<file path="src/rtl/core/slcdf_pkg.sv">
// ----------------------------------------------------------------------------
// slcdf_pkg
// shared types and constants of the start-of-message / length / checksum
// deframer
// ----------------------------------------------------------------------------
package slcdf_pkg;

  localparam int unsigned BYTE_W      = 8;
  localparam int unsigned OUT_TDATA_W = 24;  // payload, position, sum_ok, zero fill
  localparam int unsigned FIFO_DEPTH  = 4;

  localparam logic [BYTE_W-1:0] MARKER_RESET = 8'd2;

  // result kinds, carried on tuser
  localparam logic KIND_PASS  = 1'b0;
  localparam logic KIND_FRAME = 1'b1;

  typedef struct packed {
    logic              kind;
    logic [BYTE_W-1:0] payload;
    logic [BYTE_W-1:0] position;
    logic              last;
    logic              sum_ok;
  } item_t;

endpackage

</file>
<file path="src/rtl/core/slcdf_front.sv">
// ----------------------------------------------------------------------------
// slcdf_front
// byte classifier: tracks the frame phase, count and running sum and turns
// each accepted byte into zero or one result item
// ----------------------------------------------------------------------------
module slcdf_front (
  input  logic                         clk,
  input  logic                         rst_n,
  input  logic                         cfg_wr_en,
  input  logic [slcdf_pkg::BYTE_W-1:0] cfg_wr_data,
  input  logic                         in_take,
  input  logic [slcdf_pkg::BYTE_W-1:0] in_byte,
  output logic                         push,
  output slcdf_pkg::item_t             push_item
);

  typedef enum logic [1:0] {
    PH_IDLE = 2'd0,
    PH_LEN  = 2'd1,
    PH_BODY = 2'd2
  } phase_t;

  phase_t                       phase_r,  phase_nxt;
  logic [slcdf_pkg::BYTE_W-1:0] marker_r;
  logic [slcdf_pkg::BYTE_W-1:0] sum_r,    sum_nxt;
  logic [slcdf_pkg::BYTE_W-1:0] count_r,  count_nxt;
  logic [slcdf_pkg::BYTE_W-1:0] length_r, length_nxt;
  logic                         fin;

  always_comb begin
    phase_nxt  = phase_r;
    sum_nxt    = sum_r;
    count_nxt  = count_r;
    length_nxt = length_r;
    push       = 1'b0;
    push_item  = '0;
    fin        = 1'b0;
    if (in_take) begin
      case (phase_r)
        PH_LEN: begin
          length_nxt = in_byte;
          count_nxt  = '0;
          sum_nxt    = in_byte;
          phase_nxt  = PH_BODY;
        end
        PH_BODY: begin
          count_nxt          = count_r + 8'd1;
          sum_nxt            = sum_r + in_byte;
          fin                = (count_nxt == length_r);
          push               = 1'b1;
          push_item.kind     = slcdf_pkg::KIND_FRAME;
          push_item.payload  = in_byte;
          push_item.position = count_r;
          push_item.last     = fin;
          push_item.sum_ok   = fin && (sum_nxt == '0);
          if (fin) begin
            phase_nxt = PH_IDLE;
          end
        end
        default: begin
          // idle, and the unused code behaves as idle
          phase_nxt = PH_IDLE;
          if (in_byte == marker_r) begin
            sum_nxt   = '0;
            phase_nxt = PH_LEN;
          end else begin
            push              = 1'b1;
            push_item.kind    = slcdf_pkg::KIND_PASS;
            push_item.payload = in_byte;
          end
        end
      endcase
    end
  end

  always_ff @(posedge clk) begin
    if (!rst_n) begin
      phase_r  <= PH_IDLE;
      marker_r <= slcdf_pkg::MARKER_RESET;
      sum_r    <= '0;
      count_r  <= '0;
      length_r <= '0;
    end else begin
      phase_r  <= phase_nxt;
      sum_r    <= sum_nxt;
      count_r  <= count_nxt;
      length_r <= length_nxt;
      if (cfg_wr_en) begin
        marker_r <= cfg_wr_data;
      end
    end
  end

endmodule

</file>
<file path="src/rtl/core/slcdf_fifo.sv">
// ----------------------------------------------------------------------------
// slcdf_fifo
// short item queue between classifier and output stage
// ----------------------------------------------------------------------------
module slcdf_fifo #(
  parameter int unsigned DEPTH = slcdf_pkg::FIFO_DEPTH
) (
  input  logic             clk,
  input  logic             rst_n,
  input  logic             push,
  input  slcdf_pkg::item_t push_item,
  input  logic             pop,
  output slcdf_pkg::item_t pop_item,
  output logic             full,
  output logic             empty
);

  localparam int unsigned AW = (DEPTH > 1) ? $clog2(DEPTH) : 1;
  localparam int unsigned CW = $clog2(DEPTH + 1);

  slcdf_pkg::item_t mem_r [DEPTH];
  logic [AW-1:0]    wr_ptr_r, wr_ptr_nxt;
  logic [AW-1:0]    rd_ptr_r, rd_ptr_nxt;
  logic [CW-1:0]    fill_r,   fill_nxt;
  logic             do_push, do_pop;

  assign full     = (fill_r == CW'(DEPTH));
  assign empty    = (fill_r == '0);
  assign do_push  = push && !full;
  assign do_pop   = pop && !empty;
  assign pop_item = mem_r[rd_ptr_r];

  always_comb begin
    wr_ptr_nxt = wr_ptr_r;
    rd_ptr_nxt = rd_ptr_r;
    fill_nxt   = fill_r;
    if (do_push) begin
      wr_ptr_nxt = (wr_ptr_r == AW'(DEPTH - 1)) ? '0 : wr_ptr_r + AW'(1);
    end
    if (do_pop) begin
      rd_ptr_nxt = (rd_ptr_r == AW'(DEPTH - 1)) ? '0 : rd_ptr_r + AW'(1);
    end
    if (do_push && !do_pop) begin
      fill_nxt = fill_r + CW'(1);
    end else if (do_pop && !do_push) begin
      fill_nxt = fill_r - CW'(1);
    end
  end

  always_ff @(posedge clk) begin
    if (!rst_n) begin
      wr_ptr_r <= '0;
      rd_ptr_r <= '0;
      fill_r   <= '0;
    end else begin
      wr_ptr_r <= wr_ptr_nxt;
      rd_ptr_r <= rd_ptr_nxt;
      fill_r   <= fill_nxt;
    end
  end

  always_ff @(posedge clk) begin
    if (do_push) begin
      mem_r[wr_ptr_r] <= push_item;
    end
  end

endmodule

</file>
<file path="src/rtl/core/slcdf_back.sv">
// ----------------------------------------------------------------------------
// slcdf_back
// output register: pulls items from the queue and holds them on the
// result channel until taken
// ----------------------------------------------------------------------------
module slcdf_back (
  input  logic             clk,
  input  logic             rst_n,
  input  logic             q_empty,
  input  slcdf_pkg::item_t q_item,
  output logic             q_pop,
  output logic             out_valid,
  input  logic             out_ready,
  output slcdf_pkg::item_t out_item
);

  logic             valid_r;
  slcdf_pkg::item_t item_r;

  assign q_pop     = !q_empty && (!valid_r || out_ready);
  assign out_valid = valid_r;
  assign out_item  = item_r;

  always_ff @(posedge clk) begin
    if (!rst_n) begin
      valid_r <= 1'b0;
    end else if (q_pop) begin
      valid_r <= 1'b1;
    end else if (out_ready) begin
      valid_r <= 1'b0;
    end
  end

  always_ff @(posedge clk) begin
    if (q_pop) begin
      item_r <= q_item;
    end
  end

endmodule

</file>
<file path="src/rtl/core/som_length_checksum_deframer_top.sv">
// ----------------------------------------------------------------------------
// som_length_checksum_deframer_top
// start-of-message / length / 8-bit sum deframer for a serial byte stream
// ----------------------------------------------------------------------------
// Takes one byte per transfer. While idle, a byte equal to the start marker opens
// a frame and a byte that differs is handed out at once as a passthrough item
// (tuser 0). The byte after the marker is the body length and gives no item;
// then exactly that many body bytes follow, each handed out with its index
// (tuser 1). The final body byte carries tlast and the sum_ok verdict: length
// plus all body bytes must be zero mod 256. A length of zero means 256 bytes.
// Marker and length bytes give no item. The block takes one byte per clock
// while the queue has room and delivers one item per clock while the
// result side is ready; an item is written into the queue when its byte is
// taken, moves from there into the output register once that register is
// free and only then shows on the result channel. A queue of FIFO_DEPTH
// items sits between the classifier and the output register, so in_tready
// falls only when that queue is full because the result side has stalled.
// The start marker resets to 2 and should be written only while no frame is
// in progress.
// ----------------------------------------------------------------------------
module som_length_checksum_deframer_top #(
  parameter int unsigned FIFO_DEPTH = slcdf_pkg::FIFO_DEPTH
) (
  input  logic                              clk,
  input  logic                              rst_n,
  // configuration: start marker
  input  logic                              cfg_wr_en,
  input  logic [slcdf_pkg::BYTE_W-1:0]      cfg_wr_data,
  // byte input
  input  logic                              in_tvalid,
  output logic                              in_tready,
  input  logic [slcdf_pkg::BYTE_W-1:0]      in_tdata,   // [7:0] data_byte
  // result items
  output logic                              out_tvalid,
  input  logic                              out_tready,
  output logic [slcdf_pkg::OUT_TDATA_W-1:0] out_tdata,  // [7:0] payload,
                                                         // [15:8] position,
                                                         // [16] sum_ok, rest 0
  output logic                              out_tlast,  // last body byte
  output logic                              out_tuser   // kind: 0 pass, 1 frame
);

  logic             in_take;
  logic             push;
  slcdf_pkg::item_t push_item;
  logic             q_full;
  logic             q_empty;
  logic             q_pop;
  slcdf_pkg::item_t q_item;
  slcdf_pkg::item_t out_item;

  // a byte is taken whenever the queue has room for a possible item
  assign in_tready = !q_full;
  assign in_take   = in_tvalid && in_tready;

  // front: phase tracking, count and running sum
  slcdf_front u_front (
    .clk        (clk),
    .rst_n      (rst_n),
    .cfg_wr_en  (cfg_wr_en),
    .cfg_wr_data(cfg_wr_data),
    .in_take    (in_take),
    .in_byte    (in_tdata),
    .push       (push),
    .push_item  (push_item)
  );

  // decoupling queue
  slcdf_fifo #(
    .DEPTH(FIFO_DEPTH)
  ) u_fifo (
    .clk      (clk),
    .rst_n    (rst_n),
    .push     (push),
    .push_item(push_item),
    .pop      (q_pop),
    .pop_item (q_item),
    .full     (q_full),
    .empty    (q_empty)
  );

  // back: output register toward the result channel
  slcdf_back u_back (
    .clk      (clk),
    .rst_n    (rst_n),
    .q_empty  (q_empty),
    .q_item   (q_item),
    .q_pop    (q_pop),
    .out_valid(out_tvalid),
    .out_ready(out_tready),
    .out_item (out_item)
  );

  // pack result fields, lowest bit first
  assign out_tdata = {7'd0, out_item.sum_ok, out_item.position, out_item.payload};
  assign out_tlast = out_item.last;
  assign out_tuser = out_item.kind;

endmodule

</file>
<file path="config.mk">
export PLATFORM = sky130hd
export DESIGN_NAME = som_length_checksum_deframer_top
export DESIGN_NICKNAME = d
export VERILOG_FILES = /design/src/rtl/core/slcdf_pkg.sv /design/src/rtl/core/slcdf_front.sv /design/src/rtl/core/slcdf_fifo.sv /design/src/rtl/core/slcdf_back.sv /design/src/rtl/core/som_length_checksum_deframer_top.sv
export SDC_FILE = /design/constraint.sdc
export NUM_CORES = 1
export LEC_CHECK = 0
export BUFFER_PORTS_ARGS = -buffer_cell sky130_fd_sc_hd__buf_2
export CAP_MARGIN = 20
export CORE_ASPECT_RATIO = 1.1
export CORE_UTILIZATION = 33
export CTS_BUF_LIST = sky130_fd_sc_hd__clkbuf_16
export DETAILED_ROUTE_END_ITERATION = 8
export PLACE_DENSITY = 0.57
export SLEW_MARGIN = 25
export SYNTH_ARGS = -nofsm -noshare
export SYNTH_HDL_FRONTEND = slang
export SYNTH_HIERARCHICAL = 1
export SYNTH_SLANG_ARGS = --single-unit
export TNS_END_PERCENT = 1
</file>
<file path="constraint.sdc">
create_clock -name clk -period 9.4 [get_ports clk]
set_input_delay 1.88 -clock clk [delete_from_list [all_inputs] [get_ports clk]]
set_output_delay 1.88 -clock clk [all_outputs]
set_load 0.005 [all_outputs]
</file>
==> flow_metrics.env <==
export IMPL_root_buffer="clkbuf_16"
export IMPL_wl_um=12200
export IMPL_grt_overflow=0
export IMPL_yosys_warnings=6
export IMPL_cts_buffer_depth=2
export IMPL_status="finished, final reports clean"
export IMPL_via_count=3702
export IMPL_netlist_top_cells_area="edfxtp_1 (46%), dfxtp_1 (14%), mux4_1 (3.8%)"
export IMPL_die_h_um=146
export IMPL_rows=52
export IMPL_powerDensity_nw_per_um2=250
export IMPL_cts_tree="yes"
export IMPL_wl_per_cell_um=16.1
export IMPL_initial_core_util_pct=33.7
export IMPL_clk_pin_slew_worst_paths_ns=0.06
export IMPL_ys_flop_type="edfxtp_1"
export IMPL_io_buffers=41
export IMPL_worst_clock_skew_ns=0.00868
export IMPL_grt_pass1_vias=3646
export IMPL_cts_resized=0
export IMPL_h_tree_depth=4
export IMPL_die_area_um2=19400
export IMPL_tns_ns=0
export IMPL_rsz0062_at_grt="false"
export IMPL_synth_edf_count=95
export IMPL_cts_buffers=17
export IMPL_grt_pass1_wl_um=19200
export IMPL_synth_top_area_share_pct=46.0
export IMPL_avgSynthCellArea_um2=13.5
export IMPL_vdd_drop_max_v=0.000131
export IMPL_drtIter0Drc=214
export IMPL_netlist_instances=460
export IMPL_critPathMaxFanout=22
export IMPL_yosys_area_top_type="edfxtp_1"
export IMPL_seq_area_frac_synth_pct=60.1
export IMPL_cap_violations=0
export IMPL_worst_setup_path_end_kind="register"
export IMPL_die_w_um=133
export IMPL_synth_area_um2=6210
export IMPL_clock_latency_ns=0.42
export IMPL_gp_congestion=0.787
export IMPL_dp_final_hpwl_um=8400
export IMPL_slew_viol_final=0
export IMPL_antenna_cells=0
export IMPL_vias_per_cell=4.88
export IMPL_hold_class="register to register"
export IMPL_cts_sinks=139
export IMPL_hold_viol=0
export IMPL_yosysUniqueCellTypes=58
export IMPL_route_antenna_remaining_nets=0
export IMPL_drc=0
export IMPL_required_ns=9.74
export IMPL_ctsHoldBuffers=0
export IMPL_startpoint_type="input pin"
export IMPL_areaGrowthSynthToFinish_pct=16.1
export IMPL_leakage_uw=0.00254
export IMPL_io_pins=49
export IMPL_ys_ff_latch=139
export IMPL_setup_viol=0
export IMPL_min_period_over_period_pct=47.9
export IMPL_cts_setup_buffers=0
export IMPL_drive_gt1_share_pct=18.4
export IMPL_grt_max_degree=41
export IMPL_holdWs_ns=0.486
export IMPL_antenna_found_initial=0
export IMPL_nets=541
export IMPL_first_pass_iters=4
export IMPL_relSlewSlack_pct=34.1
export IMPL_worst_slew_pin_slew_ns=0.989
export IMPL_max_freq_ghz=0.222
export IMPL_timing_worst_setup_path_type="input pin to register"
export IMPL_core_um2=18400
export IMPL_track_usage_pct=13.4
export IMPL_period_needed_ns=4.50
export IMPL_cp_arrival_ns=4.84
export IMPL_async_flop_share_pct=0
## through the flow
step | total power (uW) | utilization [%] | cell area [um2] | instances | setup WS [ns]
final | 1800 | 39.1 | 7210 | 758 | 4.90
after global routing | 1890 | 39.1 | 7210 | 758 | 4.63
after CTS | 1830 | 39.1 | 7200 | 758 | 4.90
after detailed placement | 1150 | 35.8 | 6600 | 726 | 4.49
after global placement | 1140 | 35.8 | 6600 | 726 | 4.56
after floorplan | 1050 | - | 6230 | 466 | 5.05
## cell families after synthesis
| logic type | share of synthesized area (%) |
|---|---|
| xor+xnor | 3.39 |
| compound gates | 8.18 |
| fa+ha+maj | 3.87 |
| mux | 9.21 |
| simple gates | 11.6 |
| flops | 60.1 |
| other cells | 0.0604 |
| buf+inv | 3.55 |
## worst max-delay path, stage by stage
cell,delay [ns]
buf_2,0.07
nor2b_1,0.16
buf_4,0.28
o21ai_0,0.16
nor2_1,0.46
nor2b_1,0.47
ha_1,0.27
inv_1,0.06
fa_1,0.38
xor2_1,0.16
or3_1,0.29
a21boi_0,0.18
## layout make-up
type | count | area (um2)
clock inverter | 15 | 176
tap | 243 | 304
clock buffer | 17 | 425
fill | 1716 | 11200
inverter | 15 | 56.3
sequential | 139 | 3730
multi-input combinational | 285 | 2280
timing repair buffer | 44 | 228
## flip-flops by register name (all words and copies together) (netlist names), named ones only
name              cells
u_back/out_item      19
u_back/out_valid      1
u_front/sum_r         8
u_fifo/fill_r         3
u_front/phase_r       2
u_fifo/wr_ptr_r       2
u_front/marker_r      8
u_front/count_r       8
u_front/length_r      8
u_fifo/mem_r         76
u_fifo/rd_ptr_r       2
## cells in the mapped netlist, drive strengths merged (2+ instances only)
cell type,number
a22oi,5
nand4,5
fa,2
o21a,7
inv,15
nor3,9
nand3,16
xor2,4
nor2b,16
ha,16
a21boi,13
o31ai,5
a211oi,2
mux4,19
mux2i,11
o21ai,17
a21oi,11
clkbuf,11
a21o,3
and3,7
nor2,20
dfxtp,44
nor3b,2
or3,4
nand2,31
edfxtp,95
a22o,2
buf,16
a32oi,2
nand2b,3
xnor2,20
and2,15
## power breakdown
part	internal (uW)	switching, uW
clock network	416	255
registers	787	36.5
logic	147	161
total	1350	453
## metal layers
| metal | global-route usage [%] | routed length (um) | vias to the layer above |
|---|---|---|---|
| met5 | 0 | 0 | - |
| met4 | 6.55 | 289 | 0 |
| met3 | 3.59 | 449 | 19 |
| met2 | 22.2 | 6090 | 88 |
| met1 | 16.1 | 5400 | 1807 |
| li1 | - | - | 1788 |
## cell usage in the layout, fill, tap and decap left out, types with 2 or more instances in the layout
master	count
nand2b_1	3
nand3_1	15
mux2i_1	11
nand4_1	4
xor2_1	4
a22o_1	2
a21o_1	2
buf_2	41
mux4_2	10
clkinv_4	3
inv_6	2
clkinvlp_4	4
o21a_1	7
edfxtp_1	95
mux4_1	9
o31ai_1	4
a21boi_0	12
o21ai_0	14
a21oi_1	11
and2_1	15
nor3_1	8
a32oi_1	2
inv_1	17
bufinv_16	3
nand2_1	31
conb_1	7
or3_1	4
nor2_1	20
a211oi_1	2
nor2b_1	15
buf_4	3
a22oi_1	5
o21ai_1	3
clkbuf_16	17
fa_1	2
dfxtp_1	44
xnor2_1	20
ha_1	16
and3_1	6
## final timing paths
check / start / end / slack (ns) / depth (start not counted)
max: in_tvalid / u_fifo/fill_r[2] / 4.90 / 12
min: u_front/length_r[0] / u_front/length_r[0] / 0.49 / 2
max reg2reg: u_front/phase_r[0] / u_fifo/fill_r[2] / 5.73 / 11
min reg2reg: u_front/length_r[0] / u_front/length_r[0] / 0.49 / 2
No activity file was read; power rests on OpenSTA's default activity.
